<file path="config.mk">
export PLATFORM = sky130hd
export DESIGN_NAME = bounded_coin_change_flat
export DESIGN_NICKNAME = d
export VERILOG_FILES = /design/src/rtl/bcc_pkg.sv /design/src/rtl/bcc_if.sv /design/src/rtl/bcc_datapath.sv /design/src/rtl/bounded_coin_change.sv /design/src/flat_wrapper.sv
export SDC_FILE = /design/constraint.sdc
export NUM_CORES = 1
export LEC_CHECK = 0
export ABC_AREA = 1
export BUFFER_PORTS_ARGS = -buffer_cell sky130_fd_sc_hd__buf_2
export CORE_MARGIN = 2
export CORE_UTILIZATION = 50
export DETAILED_ROUTE_END_ITERATION = 16
export HOLD_SLACK_MARGIN = 0.03
export PLACE_DENSITY = 0.7
export SYNTH_ARGS = -nofsm -noshare
export SYNTH_HDL_FRONTEND = slang
export SYNTH_SLANG_ARGS = --single-unit
export TNS_END_PERCENT = 5
</file>
<file path="constraint.sdc">
create_clock -name clk -period 6.8 [get_ports clk]
set_clock_uncertainty 0.05 [all_clocks]
set_input_delay 0 -clock clk [delete_from_list [all_inputs] [get_ports clk]]
set_output_delay 0 -clock clk [all_outputs]
set_load 0.01 [all_outputs]
</file>
<file path="src/rtl/bcc_pkg.sv">
// Shared types and constants for the bounded coin change block.
// Holds the microcode word format, the control program and the coin values.
// No dependencies.
`timescale 1ns / 1ps

package bcc_pkg;

  // Coin values in cents
  localparam int unsigned CENTS_QUARTER = 25;
  localparam int unsigned CENTS_DIME    = 10;
  localparam int unsigned CENTS_NICKEL  = 5;

  localparam int STEP_BITS = 3;
  typedef logic [STEP_BITS-1:0] step_t;

  // Datapath actions, one per control word
  typedef enum logic [2:0] {
    OP_NOP,
    OP_LOAD,
    OP_DIV,
    OP_QSTART,
    OP_EVAL,
    OP_QNEXT,
    OP_EMIT
  } op_t;

  // Jump conditions
  typedef enum logic [2:0] {
    C_NEVER,
    C_ALWAYS,
    C_IDLE_WAIT,
    C_DIME_MORE,
    C_QUARTER_MORE,
    C_OUT_BUSY
  } cond_t;

  typedef struct packed {
    op_t   op;
    cond_t cond;
    step_t jump;
    step_t next;
  } ctrl_word_t;

  // Loop status from the datapath back to the sequencer
  typedef struct packed {
    logic dime_more;
    logic quarter_more;
  } dp_flags_t;

  // Program step addresses
  localparam step_t STEP_IDLE   = 3'd0;
  localparam step_t STEP_DIV    = 3'd1;
  localparam step_t STEP_QSTART = 3'd2;
  localparam step_t STEP_PAIR   = 3'd3;
  localparam step_t STEP_QNEXT  = 3'd4;
  localparam step_t STEP_EMIT   = 3'd5;
  localparam step_t STEP_SPARE0 = 3'd6;
  localparam step_t STEP_SPARE1 = 3'd7;

  localparam int PROG_DEPTH = 2 ** STEP_BITS;

  // Control store: jump when the condition holds, else go to next
  localparam ctrl_word_t PROGRAM [PROG_DEPTH] = '{
    '{op: OP_LOAD,   cond: C_IDLE_WAIT,    jump: STEP_IDLE,   next: STEP_DIV},
    '{op: OP_DIV,    cond: C_NEVER,        jump: STEP_IDLE,   next: STEP_QSTART},
    '{op: OP_QSTART, cond: C_NEVER,        jump: STEP_IDLE,   next: STEP_PAIR},
    '{op: OP_EVAL,   cond: C_DIME_MORE,    jump: STEP_PAIR,   next: STEP_QNEXT},
    '{op: OP_QNEXT,  cond: C_QUARTER_MORE, jump: STEP_QSTART, next: STEP_EMIT},
    '{op: OP_EMIT,   cond: C_OUT_BUSY,     jump: STEP_EMIT,   next: STEP_IDLE},
    '{op: OP_NOP,    cond: C_ALWAYS,       jump: STEP_IDLE,   next: STEP_IDLE},
    '{op: OP_NOP,    cond: C_ALWAYS,       jump: STEP_IDLE,   next: STEP_IDLE}
  };

endpackage

</file>
<file path="src/rtl/bcc_if.sv">
// Valid/ready channel interfaces for the bounded coin change block.
// Input channel carries the amount and coin stocks; output carries the best mix.
// No package dependencies.
`timescale 1ns / 1ps

interface bcc_item_if #(
  parameter int AMOUNT_BITS = 16,
  parameter int COUNT_BITS  = 10
);
  logic                   valid;
  logic                   ready;
  logic [AMOUNT_BITS-1:0] amount;
  logic [COUNT_BITS-1:0]  pennies_held;
  logic [COUNT_BITS-1:0]  nickels_held;
  logic [COUNT_BITS-1:0]  dimes_held;
  logic [COUNT_BITS-1:0]  quarters_held;

  modport source (output valid, amount, pennies_held, nickels_held, dimes_held,
                  quarters_held, input ready);
  modport sink   (input valid, amount, pennies_held, nickels_held, dimes_held,
                  quarters_held, output ready);
endinterface

interface bcc_result_if #(
  parameter int COUNT_BITS = 10
);
  logic                  valid;
  logic                  ready;
  logic                  found;
  logic [COUNT_BITS-1:0] pennies_used;
  logic [COUNT_BITS-1:0] nickels_used;
  logic [COUNT_BITS-1:0] dimes_used;
  logic [COUNT_BITS-1:0] quarters_used;

  modport source (output valid, found, pennies_used, nickels_used, dimes_used,
                  quarters_used, input ready);
  modport sink   (input valid, found, pennies_used, nickels_used, dimes_used,
                  quarters_used, output ready);
endinterface

</file>
<file path="src/rtl/bcc_datapath.sv">
// Datapath of the bounded coin change block: divide-by-five unit, quarter and
// dime loop registers, candidate stage and best-mix registers.
// Depends on bcc_pkg.
`timescale 1ns / 1ps

module bcc_datapath
  import bcc_pkg::*;
#(
  parameter int AMOUNT_BITS = 16,
  parameter int COUNT_BITS  = 10
) (
  input  logic                   clk,
  input  logic                   rst,
  input  op_t                    op,
  input  logic [AMOUNT_BITS-1:0] amount,
  input  logic [COUNT_BITS-1:0]  pennies_held,
  input  logic [COUNT_BITS-1:0]  nickels_held,
  input  logic [COUNT_BITS-1:0]  dimes_held,
  input  logic [COUNT_BITS-1:0]  quarters_held,
  output dp_flags_t              flags,
  output logic                   found,
  output logic [COUNT_BITS-1:0]  pennies_used,
  output logic [COUNT_BITS-1:0]  nickels_used,
  output logic [COUNT_BITS-1:0]  dimes_used,
  output logic [COUNT_BITS-1:0]  quarters_used
);

  localparam int FIVE_W = COUNT_BITS + 3;
  localparam int W      = (AMOUNT_BITS > FIVE_W) ? AMOUNT_BITS : FIVE_W;
  localparam int TW     = COUNT_BITS + 2;

  // Reciprocal of five scaled by 2^RECIP_SHIFT, rounded up; the quotient is
  // exact for every dividend below 2^AMOUNT_BITS
  localparam int                     RECIP_SHIFT = AMOUNT_BITS + 2;
  localparam logic [63:0]            RECIP_WIDE  = ((64'd1 << RECIP_SHIFT) + 64'd4) / 64'd5;
  localparam logic [AMOUNT_BITS-1:0] RECIP5      = RECIP_WIDE[AMOUNT_BITS-1:0];

  // Latched stocks
  logic [COUNT_BITS-1:0]  p_held, n_held, d_held, q_held;
  logic [FIVE_W-1:0]      five_n;

  // Divider and loop registers
  logic [AMOUNT_BITS-1:0] fives_q;   // amount before the divide, then after_q / 5
  logic [2:0]             rem5;
  logic [AMOUNT_BITS-1:0] after_q, after_d, fives_d;
  logic [COUNT_BITS-1:0]  qc, dc;

  // Candidate stage
  logic                   cand_valid, cand_ok;
  logic [COUNT_BITS-1:0]  cand_q, cand_d, cand_n, cand_p;

  // Best mix
  logic                   have;
  logic [TW-1:0]          best_total;
  logic [COUNT_BITS-1:0]  best_q, best_d, best_n, best_p;

  // Divide step
  logic [2*AMOUNT_BITS-1:0] recip_prod;
  logic [AMOUNT_BITS-1:0]   fives_div;
  logic [2:0]               rem5_next;

  // Candidate evaluation
  logic [W-1:0]           fives_w, pc_wide;
  logic                   fives_le, eval_ok;
  logic [COUNT_BITS-1:0]  eval_n, eval_p;
  logic [TW-1:0]          cand_total;
  logic                   take_best;

  // Divide by five with a reciprocal multiply; the remainder only needs the
  // low three bits of after_q - 5 * (after_q / 5)
  always_comb begin
    recip_prod = (2*AMOUNT_BITS)'(fives_q) * (2*AMOUNT_BITS)'(RECIP5);
    fives_div  = AMOUNT_BITS'(recip_prod[2*AMOUNT_BITS-1:RECIP_SHIFT]);
    rem5_next  = after_q[2:0] - ({fives_q[0], 2'b00} + fives_q[2:0]);
  end

  // Use all the nickels that fit; pennies make up the rest
  always_comb begin
    fives_w  = W'(fives_d);
    pc_wide  = W'(after_d) - W'(five_n);
    fives_le = fives_w <= W'(n_held);
    if (fives_le) begin
      eval_n  = fives_w[COUNT_BITS-1:0];
      eval_p  = COUNT_BITS'(rem5);
      eval_ok = W'(rem5) <= W'(p_held);
    end else begin
      eval_n  = n_held;
      eval_p  = pc_wide[COUNT_BITS-1:0];
      eval_ok = pc_wide <= W'(p_held);
    end
  end

  // Strictly smaller total replaces the best so far
  always_comb begin
    cand_total = TW'(cand_q) + TW'(cand_d) + TW'(cand_n) + TW'(cand_p);
    take_best  = cand_valid && cand_ok && (!have || (cand_total < best_total));
  end

  // Loop continuation
  always_comb begin
    flags.dime_more    = (dc < d_held) && (after_d >= AMOUNT_BITS'(CENTS_DIME));
    flags.quarter_more = (qc < q_held) && (after_q >= AMOUNT_BITS'(CENTS_QUARTER));
  end

  // Mark a candidate after every evaluation step
  always_ff @(posedge clk) begin
    if (rst) begin
      cand_valid <= 1'b0;
    end else begin
      cand_valid <= op == OP_EVAL;
    end
  end

  // Loop registers and candidate stage
  always_ff @(posedge clk) begin
    case (op)
      OP_LOAD: begin
        p_held  <= pennies_held;
        n_held  <= nickels_held;
        d_held  <= dimes_held;
        q_held  <= quarters_held;
        five_n  <= (FIVE_W'(nickels_held) << 2) + FIVE_W'(nickels_held);
        fives_q <= amount;
        after_q <= amount;
        qc      <= '0;
      end
      OP_DIV: begin
        fives_q <= fives_div;
      end
      OP_QSTART: begin
        after_d <= after_q;
        fives_d <= fives_q;
        rem5    <= rem5_next;
        dc      <= '0;
      end
      OP_EVAL: begin
        cand_ok    <= eval_ok;
        cand_q     <= qc;
        cand_d     <= dc;
        cand_n     <= eval_n;
        cand_p     <= eval_p;
        if (flags.dime_more) begin
          dc      <= dc + 1'b1;
          after_d <= after_d - AMOUNT_BITS'(CENTS_DIME);
          fives_d <= fives_d - AMOUNT_BITS'(2);
        end
      end
      OP_QNEXT: begin
        if (flags.quarter_more) begin
          qc      <= qc + 1'b1;
          after_q <= after_q - AMOUNT_BITS'(CENTS_QUARTER);
          fives_q <= fives_q - AMOUNT_BITS'(CENTS_NICKEL);
        end
      end
      default: begin
      end
    endcase
  end

  // Best-mix registers, cleared on each new transaction
  always_ff @(posedge clk) begin
    if (rst) begin
      have <= 1'b0;
    end else if (op == OP_LOAD) begin
      have       <= 1'b0;
      best_total <= '0;
      best_q     <= '0;
      best_d     <= '0;
      best_n     <= '0;
      best_p     <= '0;
    end else if (take_best) begin
      have       <= 1'b1;
      best_total <= cand_total;
      best_q     <= cand_q;
      best_d     <= cand_d;
      best_n     <= cand_n;
      best_p     <= cand_p;
    end
  end

  assign found         = have;
  assign pennies_used  = best_p;
  assign nickels_used  = best_n;
  assign dimes_used    = best_d;
  assign quarters_used = best_q;

endmodule

</file>
<file path="src/rtl/bounded_coin_change.sv">
// Top level of the bounded coin change block: microcode sequencer and result
// register around bcc_datapath.
// Depends on bcc_pkg, bcc_if and bcc_datapath.
`timescale 1ns / 1ps

// Finds the mix of pennies, nickels, dimes and quarters with the fewest coins
// that pays an amount exactly from limited stocks, trying quarter counts and
// then dime counts from zero upward; the first minimum found wins. One
// transaction is worked at a time. A transaction is accepted, the amount is
// divided by five with a reciprocal multiply, then for each quarter count Q
// from 0 to min(quarters_held, amount/25) there is a setup step, one trial
// per dime count from 0 to min(dimes_held, (amount-25Q)/10) and a closing
// step, and finally the result register is loaded, the transaction waiting
// for it while an earlier result still waits. The dime loop of the
// sequencer runs one trial per cycle. The result register lets the next
// transaction be accepted while a result waits to be taken.
module bounded_coin_change
  import bcc_pkg::*;
#(
  parameter int AMOUNT_BITS = 16,
  parameter int COUNT_BITS  = 10
) (
  input logic         clk,
  input logic         rst,
  bcc_item_if.sink    item,
  bcc_result_if.source result
);

  step_t      step;
  ctrl_word_t word;
  dp_flags_t  flags;
  op_t        dp_op;
  logic       item_fire, out_busy, emit_go, jump_taken;

  logic                  dp_found;
  logic [COUNT_BITS-1:0] dp_p, dp_n, dp_d, dp_q;

  logic                  out_valid, out_found;
  logic [COUNT_BITS-1:0] out_p, out_n, out_d, out_q;

  // Fetch the control word
  always_comb begin
    word      = PROGRAM[step];
    item_fire = item.valid && item.ready;
    out_busy  = out_valid && !result.ready;
    emit_go   = (word.op == OP_EMIT) && !out_busy;
    dp_op     = ((word.op == OP_LOAD) && !item_fire) ? OP_NOP : word.op;
  end

  assign item.ready = word.op == OP_LOAD;

  // Evaluate the jump condition
  always_comb begin
    case (word.cond)
      C_NEVER:        jump_taken = 1'b0;
      C_ALWAYS:       jump_taken = 1'b1;
      C_IDLE_WAIT:    jump_taken = !item_fire;
      C_DIME_MORE:    jump_taken = flags.dime_more;
      C_QUARTER_MORE: jump_taken = flags.quarter_more;
      C_OUT_BUSY:     jump_taken = out_busy;
      default:        jump_taken = 1'b1;
    endcase
  end

  // Advance the step counter
  always_ff @(posedge clk) begin
    if (rst) begin
      step <= STEP_IDLE;
    end else begin
      step <= jump_taken ? word.jump : word.next;
    end
  end

  bcc_datapath #(
    .AMOUNT_BITS (AMOUNT_BITS),
    .COUNT_BITS  (COUNT_BITS)
  ) u_datapath (
    .clk           (clk),
    .rst           (rst),
    .op            (dp_op),
    .amount        (item.amount),
    .pennies_held  (item.pennies_held),
    .nickels_held  (item.nickels_held),
    .dimes_held    (item.dimes_held),
    .quarters_held (item.quarters_held),
    .flags         (flags),
    .found         (dp_found),
    .pennies_used  (dp_p),
    .nickels_used  (dp_n),
    .dimes_used    (dp_d),
    .quarters_used (dp_q)
  );

  // Hold the result until the sink takes the transaction
  always_ff @(posedge clk) begin
    if (rst) begin
      out_valid <= 1'b0;
    end else if (emit_go) begin
      out_valid <= 1'b1;
    end else if (result.ready) begin
      out_valid <= 1'b0;
    end
    if (emit_go) begin
      out_found <= dp_found;
      out_p     <= dp_p;
      out_n     <= dp_n;
      out_d     <= dp_d;
      out_q     <= dp_q;
    end
  end

  assign result.valid         = out_valid;
  assign result.found         = out_found;
  assign result.pennies_used  = out_p;
  assign result.nickels_used  = out_n;
  assign result.dimes_used    = out_d;
  assign result.quarters_used = out_q;

endmodule

</file>
<file path="src/flat_wrapper.sv">
// flat-port wrapper written by rule: the top's interface ports become plain ports
module bounded_coin_change_flat import bcc_pkg::*;
#(
  parameter int AMOUNT_BITS = 16,
  parameter int COUNT_BITS  = 10
)
  (clk, rst, item_valid, item_amount, item_pennies_held, item_nickels_held, item_dimes_held, item_quarters_held, item_ready, result_valid, result_found, result_pennies_used, result_nickels_used, result_dimes_used, result_quarters_used, result_ready);
  bcc_item_if #(.AMOUNT_BITS(AMOUNT_BITS), .COUNT_BITS(COUNT_BITS)) item_i ();
  bcc_result_if #(.COUNT_BITS(COUNT_BITS)) result_i ();
  input logic clk;
  input logic rst;
  input wire logic [$bits(item_i.valid)-1:0] item_valid;
  input wire logic [$bits(item_i.amount)-1:0] item_amount;
  input wire logic [$bits(item_i.pennies_held)-1:0] item_pennies_held;
  input wire logic [$bits(item_i.nickels_held)-1:0] item_nickels_held;
  input wire logic [$bits(item_i.dimes_held)-1:0] item_dimes_held;
  input wire logic [$bits(item_i.quarters_held)-1:0] item_quarters_held;
  output wire logic [$bits(item_i.ready)-1:0] item_ready;
  output wire logic [$bits(result_i.valid)-1:0] result_valid;
  output wire logic [$bits(result_i.found)-1:0] result_found;
  output wire logic [$bits(result_i.pennies_used)-1:0] result_pennies_used;
  output wire logic [$bits(result_i.nickels_used)-1:0] result_nickels_used;
  output wire logic [$bits(result_i.dimes_used)-1:0] result_dimes_used;
  output wire logic [$bits(result_i.quarters_used)-1:0] result_quarters_used;
  input wire logic [$bits(result_i.ready)-1:0] result_ready;
  assign item_i.valid = item_valid;
  assign item_i.amount = item_amount;
  assign item_i.pennies_held = item_pennies_held;
  assign item_i.nickels_held = item_nickels_held;
  assign item_i.dimes_held = item_dimes_held;
  assign item_i.quarters_held = item_quarters_held;
  assign item_ready = item_i.ready;
  assign result_valid = result_i.valid;
  assign result_found = result_i.found;
  assign result_pennies_used = result_i.pennies_used;
  assign result_nickels_used = result_i.nickels_used;
  assign result_dimes_used = result_i.dimes_used;
  assign result_quarters_used = result_i.quarters_used;
  assign result_i.ready = result_ready;
  bounded_coin_change #(.AMOUNT_BITS(AMOUNT_BITS), .COUNT_BITS(COUNT_BITS)) u_core (.clk(clk), .rst(rst), .item(item_i), .result(result_i));
endmodule
</file>
After elaboration in Yosys (flattened, before gate mapping)
Memories as Yosys holds them, arrays and structs flattened.
Cells that the tools add are included.
{"block": "op_classes", "addsub": 13, "n_mul": 1, "magnitude_cmp": 9, "n_eq_ne": 13, "mux": 27, "bitwise_logic": 2, "reduce_logical": 24}
{"cell": "$pmux W16 S2", "n": 3}
{"cell": "$mux W10", "n": 7}
{"cell": "$mux W16", "n": 4}
{"cell": "$pmux W16 S3", "n": 1}
{"cell": "$pmux W10 S2", "n": 2}
{"cell": "$mux W12", "n": 3}
{"cell": "$le A16 B10 Y1", "n": 2}
{"cell": "$mul A16 B16 Y32 const B", "n": 1}
{"cell": "$add A10 B1 Y10 const B", "n": 2}
{"cell": "$lt A10 B10 Y1", "n": 2}
{"cell": "$ge A16 B4 Y1 const B", "n": 1}
{"cell": "$ge A16 B5 Y1 const B", "n": 1}
{"cell": "$sub A16 B13 Y16", "n": 1}
{"cell": "$sub A16 B2 Y16 const B", "n": 1}
{"cell": "$sub A16 B3 Y16 const B", "n": 1}
{"cell": "$sub A16 B4 Y16 const B", "n": 1}
{"cell": "$sub A16 B5 Y16 const B", "n": 1}
{"cell": "$eq A3 B3 Y1 const B", "n": 5}
{"cell": "$add A12 B10 Y13", "n": 1}
{"cell": "$add A11 B10 Y12", "n": 1}
{"cell": "$add A12 B10 Y12", "n": 1}
{"cell": "$eq A3 B2 Y1 const B", "n": 4}
{"cell": "$lt A12 B12 Y1", "n": 1}
{"cell": "$add A10 B10 Y11", "n": 1}
{"cell": "19 further kinds", "n": 41}
{"block": "word_totals", "regBits": 280, "mem_bits_ro": 96, "in_bits": 60, "out_inout_bits": 43, "wordCells": 122, "n_memories": 1}
{"name": "(name not given)", "depth": 8, "width": 12, "read_ports": 1, "rd_clocked_by_memory_dff": 0, "wr": 0, "line": "bounded_coin_change.sv:43", "source": "word = PROGRAM[step];"}

Depth between registers and ports, before layout
{"block": "logic_depth", "word_depth": 12, "mapped_depth": 25, "depth_no_buf": 25}

Cells and area by module
From an unflattened synthesis, not the netlist that was laid out.
{"block": "unflattened", "cells_unflattened": 2225, "hier_area_um2": 20582.2}
{"mod": "bcc_datapath", "instances": 1, "cells_per_inst": 2131, "area_each_um2": 18960.7}
{"mod": "bounded_coin_change", "instances": 1, "cells_per_inst": 94, "area_each_um2": 1621.6}

Least setup slack after synthesis
Ideal clock, no wire load.
{"block": "synth_path", "kind": "reg-to-reg", "from": "reg u_core.u_datapath.cand_q[1]", "to": "reg u_core.u_datapath.best_total[0], enable pin", "setup_time_ns": 0.479, "t_arrival_ns": 6.166, "required_ns": 6.271, "path_slack_ns": 0.105, "path_stages_with_launch": 21, "n_path_buf": 0, "period_less_slack_ns": 6.695, "cell_sequence": "edfxtp_1 -> inv_1 -> fa_1 -> fa_1 -> inv_1 -> ha_1 -> inv_1 -> fa_1 -> o21ai_0 -> a21oi_1 -> o21ai_0 -> xor2_1 -> inv_1 -> ha_1 -> a21oi_1 -> o21ai_0 -> a21oi_1 -> nand2_1 -> nand2_1 -> nand3_1 -> a21oi_1"}
{"block": "synth_via", "elab_chain_len": 8}
{"element": "from (decl)", "line": "bcc_datapath.sv:50", "source": "logic [COUNT_BITS-1:0] cand_q, cand_d, cand_n, cand_p;"}
{"element": "from (signal assigned)", "line": "bcc_datapath.sv:138", "source": "cand_q <= qc;"}
{"element": "$add A10 B10 Y11", "line": "bcc_datapath.sv:95", "source": "cand_total = TW'(cand_q) + TW'(cand_d) + TW'(cand_n) + TW'(cand_p);"}
{"element": "$add A11 B10 Y12", "line": "bcc_datapath.sv:95"}
{"element": "$add A12 B10 Y12", "line": "bcc_datapath.sv:95"}
{"element": "via u_core.u_datapath.cand_total[7]", "line": "bcc_datapath.sv:66", "source": "logic [TW-1:0] cand_total;"}
{"element": "$lt A12 B12 Y1", "line": "bcc_datapath.sv:96", "source": "take_best = cand_valid && cand_ok && (!have || (cand_total < best_total));"}
{"element": "$logic_or A1 B1 Y1", "line": "bcc_datapath.sv:96"}
{"element": "$logic_and A1 B1 Y1", "line": "bcc_datapath.sv:96"}
{"element": "$reduce_bool A2 Y1 (no source line)"}
{"element": "$reduce_and A2 Y1 (no source line)"}
{"element": "to (signal assigned)", "line": "bcc_datapath.sv:173", "source": "best_total <= cand_total;"}
{"element": "to (decl)", "line": "bcc_datapath.sv:54", "source": "logic [TW-1:0] best_total;"}
The timed path passes the listed nets, and every way through them passes these cells.
A chain may end at the register's enable or synchronous reset.

Worst setup path in the final report
{"block": "layout_path", "from": "reg u_core.u_datapath.fives_q[7]", "to": "reg u_core.u_datapath.fives_q[5] (data pin)"}
{"block": "layout_via", "elab_chain_len": 2}
{"element": "from (decl)", "line": "bcc_datapath.sv:43", "source": "logic [AMOUNT_BITS-1:0] fives_q;"}
{"element": "from (signal assigned)", "line": "bcc_datapath.sv:123", "source": "fives_q <= amount;"}
{"element": "from (signal assigned)", "line": "bcc_datapath.sv:128", "source": "fives_q <= fives_div;"}
{"element": "from (signal assigned)", "line": "bcc_datapath.sv:152", "source": "fives_q <= fives_q - AMOUNT_BITS'(CENTS_NICKEL);"}
{"element": "$mul A16 B16 Y32", "line": "bcc_datapath.sv:72", "source": "recip_prod = (2*AMOUNT_BITS)'(fives_q) * (2*AMOUNT_BITS)'(RECIP5);"}
{"element": "$pmux W16 S3", "line": "bcc_datapath.sv:116", "source": "case (op)"}
Every way passes these cells.

==> implementation parameters <==
Parameter                              Value

Placed design
  Cell area after placement    21,630 um^2
  Half-perimeter wire length after detailed placement    42,510 um
  Number of buffer cells added on primary ports    102
  Global placement routability congestion    1.013

Critical path
  Largest stage delay, worst path    0.65 ns
  Crit path launch type    flop
  Crit path top cell by count    sky130_fd_sc_hd__inv_1
  Arrival time of the worst setup path    6.53 ns
  Dominant delay contributor by cell family on the critical path    adder cells
  Endpoint required time on the critical path    7.07 ns
  Crit-path slowest cell    sky130_fd_sc_hd__edfxtp_1
  Critical path buffers and inverters    6
  Peak fanout along the critical path    8
  Critical Setup Path Class    flop to flop
  Nature of the critical path endpoint    flop
  Cells traversed along the worst timing path    inv_1 -> ha_1 -> inv_1 -> fa_1 -> inv_1 -> fa_1 -> fa_1 -> fa_1 -> inv_1 -> fa_1 -> inv_1 -> ha_1 -> nand2_1 -> nor2_1 -> inv_1 -> nor2_1 -> nand4_1 -> nand3_1 -> nand2_1 -> nand3_1 -> nand3_1

Synth
  Post-synthesis net count    2,634
  Number of library cell types mapped by synthesis    45
  Dominant cells by area after synthesis    sky130_fd_sc_hd__edfxtp_1 40%, sky130_fd_sc_hd__ha_1 15%, sky130_fd_sc_hd__fa_1 10%
  Mean post-synth cell area    9.175 um^2
  Count of flip-flops with a built-in enable after synthesis    272
  Post-synthesis register bit count    278
  Share of flip-flops with an asynchronous set or reset    0
  Top flip-flop cell by instance count after synthesis    sky130_fd_sc_hd__edfxtp_1
  Synth Warn #    0
  Netlist area before placement    20,470 um^2
  Synthesized instance count    2,231
  Biggest area consumer among synthesized cells    sky130_fd_sc_hd__edfxtp_1
  Sequential element share of the synthesized area    0.4049
  Area fraction of the dominant cell type after synthesis    0.3990

CTS
  CTS clk-pin slew, worst paths    0.07 ns
  Clock network latency to the later pin of the worst-skew pair    0.57 ns
  CTS Root Cell    sky130_fd_sc_hd__clkbuf_16
  Number of hold buffers added after cts    59
  TritonCTS clock tree    built
  Post-CTS setup buffer count    0
  Buffer levels on the longest clock path    3
  Inserted Clock Buffers    30
  H-tree levels    1
  Post-CTS Resized    0
  CTS sink cnt    278

Route
  Number of DRC markers in iteration 0    1,067
  Wire length per cell    17.96 um
  Detailed-route via count    15,375
  Number of nets with antenna violations after detailed routing    0
  Count of TritonRoute iterations in the first routing pass    5
  Vias per std cell    5.182
  DR DRC count    0
  Wire length after detailed routing    53,270 um

Cells and area
  Area growth from synthesis to final layout    13.84%
  Area of all placed cells without fillers    23,300 um^2
  Fill cell instance count of the final layout    3,519
  Share of layout cells above drive strength 1    0.07967
  Diode insertion count for antenna repair    0
  NumNets Final    2,814

Flow run
  Number of max-capacitance violations reported    0

STA
  Maximum clock frequency    0.1596 GHz
  Shortest clock period the worst path allows after layout    6.264 ns
  Setup TNS    0 ns
  Number of endpoints with negative hold slack in the final report    0
  Final critical-path share of the clock period    0.9212
  Count of endpoints failing setup in the final report    0
  Normalized max-slew margin    0.2044
  Max Transition Viols Final    0
  Setup repair after global routing missed its margin    no
  Transition time of the tightest slew-check pin    1.190 ns

Floorplanning
  I/O pin total    103
  Initial core utilization    0.5036
  Area of the core    40,650 um^2
  Die area    42,570 um^2
  Die Span Y    206.3 um
  Std-Cell Rows    74
  Die Width    206.3 um

Min path
  Class of the tightest hold or removal check    primary input to flop

Global routing
  Number of global-route vias before repair    15,333
  First-pass GRT wire length    84,610 um
  Antenna violations before repair    0
  GR Overflow Total    0
  Total GRT Usage    0.2600
  Maximum number of pins on one net before global-route repair    68

Run status
  Outcome    finished, final reports clean
==> layer usage <==
| metal | global-route usage | part of all wire | vias up |
|---|---|---|---|
| met5 | 0 | 0 | - |
| met4 | 0.1056 | 0.043 | 0 |
| met3 | 0.01955 | 0.041 | 106 |
| met2 | 0.4648 | 0.50 | 450 |
| met1 | 0.3260 | 0.41 | 7281 |
| li1 | - | - | 7538 |
==> worst paths after layout <==
kind | from | to | slack (ns) | cells past startpoint
hold / removal | item_pennies_held[0] | u_core.u_datapath.p_held[0] | 0.08 | 2
setup reg to reg | u_core.u_datapath.fives_q[7] | u_core.u_datapath.fives_q[5] | 0.54 | 21
setup / recovery | u_core.u_datapath.fives_q[7] | u_core.u_datapath.fives_q[5] | 0.54 | 21
hold reg to reg | u_core.u_datapath.quarters_used[9] | u_core.result.quarters_used[9] | 0.37 | 0
==> registers in the layout (all words and copies together) (netlist names), 11 cells and up <==
| signal | flops |
|---|---|
| u_core.u_datapath.after_d | 16 |
| u_core.u_datapath.after_q | 16 |
| u_core.u_datapath.fives_d | 16 |
| u_core.u_datapath.fives_q | 16 |
| u_core.u_datapath.best_total | 12 |
| u_core.u_datapath.five_n | 11 |
==> placed cells by master, fill, tap and decap left out, types with 5 or more instances in the layout <==
cell type | Yosys | routed
sky130_fd_sc_hd__nor2_1 | 164 | 163
sky130_fd_sc_hd__nand2_1 | 448 | 448
sky130_fd_sc_hd__nand3_1 | 105 | 105
sky130_fd_sc_hd__and2_1 | 5 | 5
sky130_fd_sc_hd__nand4_1 | 21 | 21
sky130_fd_sc_hd__nor3_1 | 25 | 25
sky130_fd_sc_hd__o21ai_1 | 15 | 15
sky130_fd_sc_hd__fa_1 | 102 | 102
sky130_fd_sc_hd__xnor2_1 | 26 | 26
sky130_fd_sc_hd__ha_1 | 241 | 241
sky130_fd_sc_hd__inv_2 | 8 | 9
sky130_fd_sc_hd__o21ai_0 | 76 | 75
sky130_fd_sc_hd__dlygate4sd3_1 | 0 | 59
sky130_fd_sc_hd__xor2_1 | 38 | 38
sky130_fd_sc_hd__dfxtp_1 | 6 | 6
sky130_fd_sc_hd__a31oi_1 | 6 | 6
sky130_fd_sc_hd__buf_4 | 2 | 10
sky130_fd_sc_hd__clkinvlp_4 | 0 | 5
sky130_fd_sc_hd__bufinv_16 | 0 | 5
sky130_fd_sc_hd__nand2_2 | 6 | 6
sky130_fd_sc_hd__a21oi_1 | 101 | 100
sky130_fd_sc_hd__o21bai_1 | 9 | 9
sky130_fd_sc_hd__edfxtp_1 | 272 | 272
sky130_fd_sc_hd__buf_2 | 10 | 102
sky130_fd_sc_hd__o21a_1 | 5 | 5
sky130_fd_sc_hd__nand3b_1 | 5 | 5
sky130_fd_sc_hd__inv_1 | 489 | 488
sky130_fd_sc_hd__clkbuf_16 | 0 | 31
==> synthesized netlist by cell type, types with 3 or more instances <==
cell type / count
sky130_fd_sc_hd__and2_1: 5
sky130_fd_sc_hd__o21ai_0: 76
sky130_fd_sc_hd__clkbuf_1: 9
sky130_fd_sc_hd__edfxtp_1: 272
sky130_fd_sc_hd__o21bai_1: 9
sky130_fd_sc_hd__xor2_1: 38
sky130_fd_sc_hd__o21ai_1: 15
sky130_fd_sc_hd__ha_1: 241
sky130_fd_sc_hd__nand4_1: 21
sky130_fd_sc_hd__a21oi_1: 101
sky130_fd_sc_hd__o21a_1: 5
sky130_fd_sc_hd__or2_2: 3
sky130_fd_sc_hd__nor4_1: 3
sky130_fd_sc_hd__o31ai_1: 3
sky130_fd_sc_hd__fa_1: 102
sky130_fd_sc_hd__inv_2: 8
sky130_fd_sc_hd__nand2_1: 448
sky130_fd_sc_hd__nand3_1: 105
sky130_fd_sc_hd__nand3b_1: 5
sky130_fd_sc_hd__nand2_2: 6
sky130_fd_sc_hd__nor3_1: 25
sky130_fd_sc_hd__buf_2: 10
sky130_fd_sc_hd__dfxtp_1: 6
sky130_fd_sc_hd__a31oi_1: 6
sky130_fd_sc_hd__nor2_1: 164
sky130_fd_sc_hd__xnor2_1: 26
sky130_fd_sc_hd__a21o_1: 4
sky130_fd_sc_hd__nor3b_1: 4
sky130_fd_sc_hd__inv_1: 489
==> per-stage QoR <==
stage / hold WS (ns) / setup WS (ns) / util / cells
after CTS: 0.06296 / 0.6341 / 0.5733 / 2967
after detailed placement: 0.1281 / 0.6699 / 0.5321 / 2852
after global placement: 0.1275 / 0.5793 / 0.5321 / 2852
after global routing: 0.08836 / 0.3225 / 0.5733 / 2967
after floorplan: 0.01907 / 0.1048 / - / 2231
final: 0.08237 / 0.5361 / 0.5733 / 2967
==> final cells by class <==
type | instances | area [um^2] | area share
clock buffer | 35 | 810.8 | 0.03480
clock inverter | 21 | 271.5 | 0.01165
inverter | 497 | 1866 | 0.08006
multi-input combinational | 1433 | 10220 | 0.4388
sequential | 278 | 8288 | 0.3557
tap | 532 | 665.6 | 0.02857
timing repair buffer | 171 | 1176 | 0.05048
==> cell families (layout without fill, tap and decap cells) <==
logic type | Yosys count | count (layout) | synth area share
simple gates | 799 | 799 | 0.1636
buf+inv | 520 | 724 | 0.09707
fa+ha+maj | 343 | 343 | 0.2471
flops | 278 | 278 | 0.4049
compound gates | 227 | 227 | 0.05997
xor+xnor | 64 | 64 | 0.02739
Power is left out: the tool's default activity adds up to more than one toggle a clock period on the data nets, which glitch-free logic cannot reach.
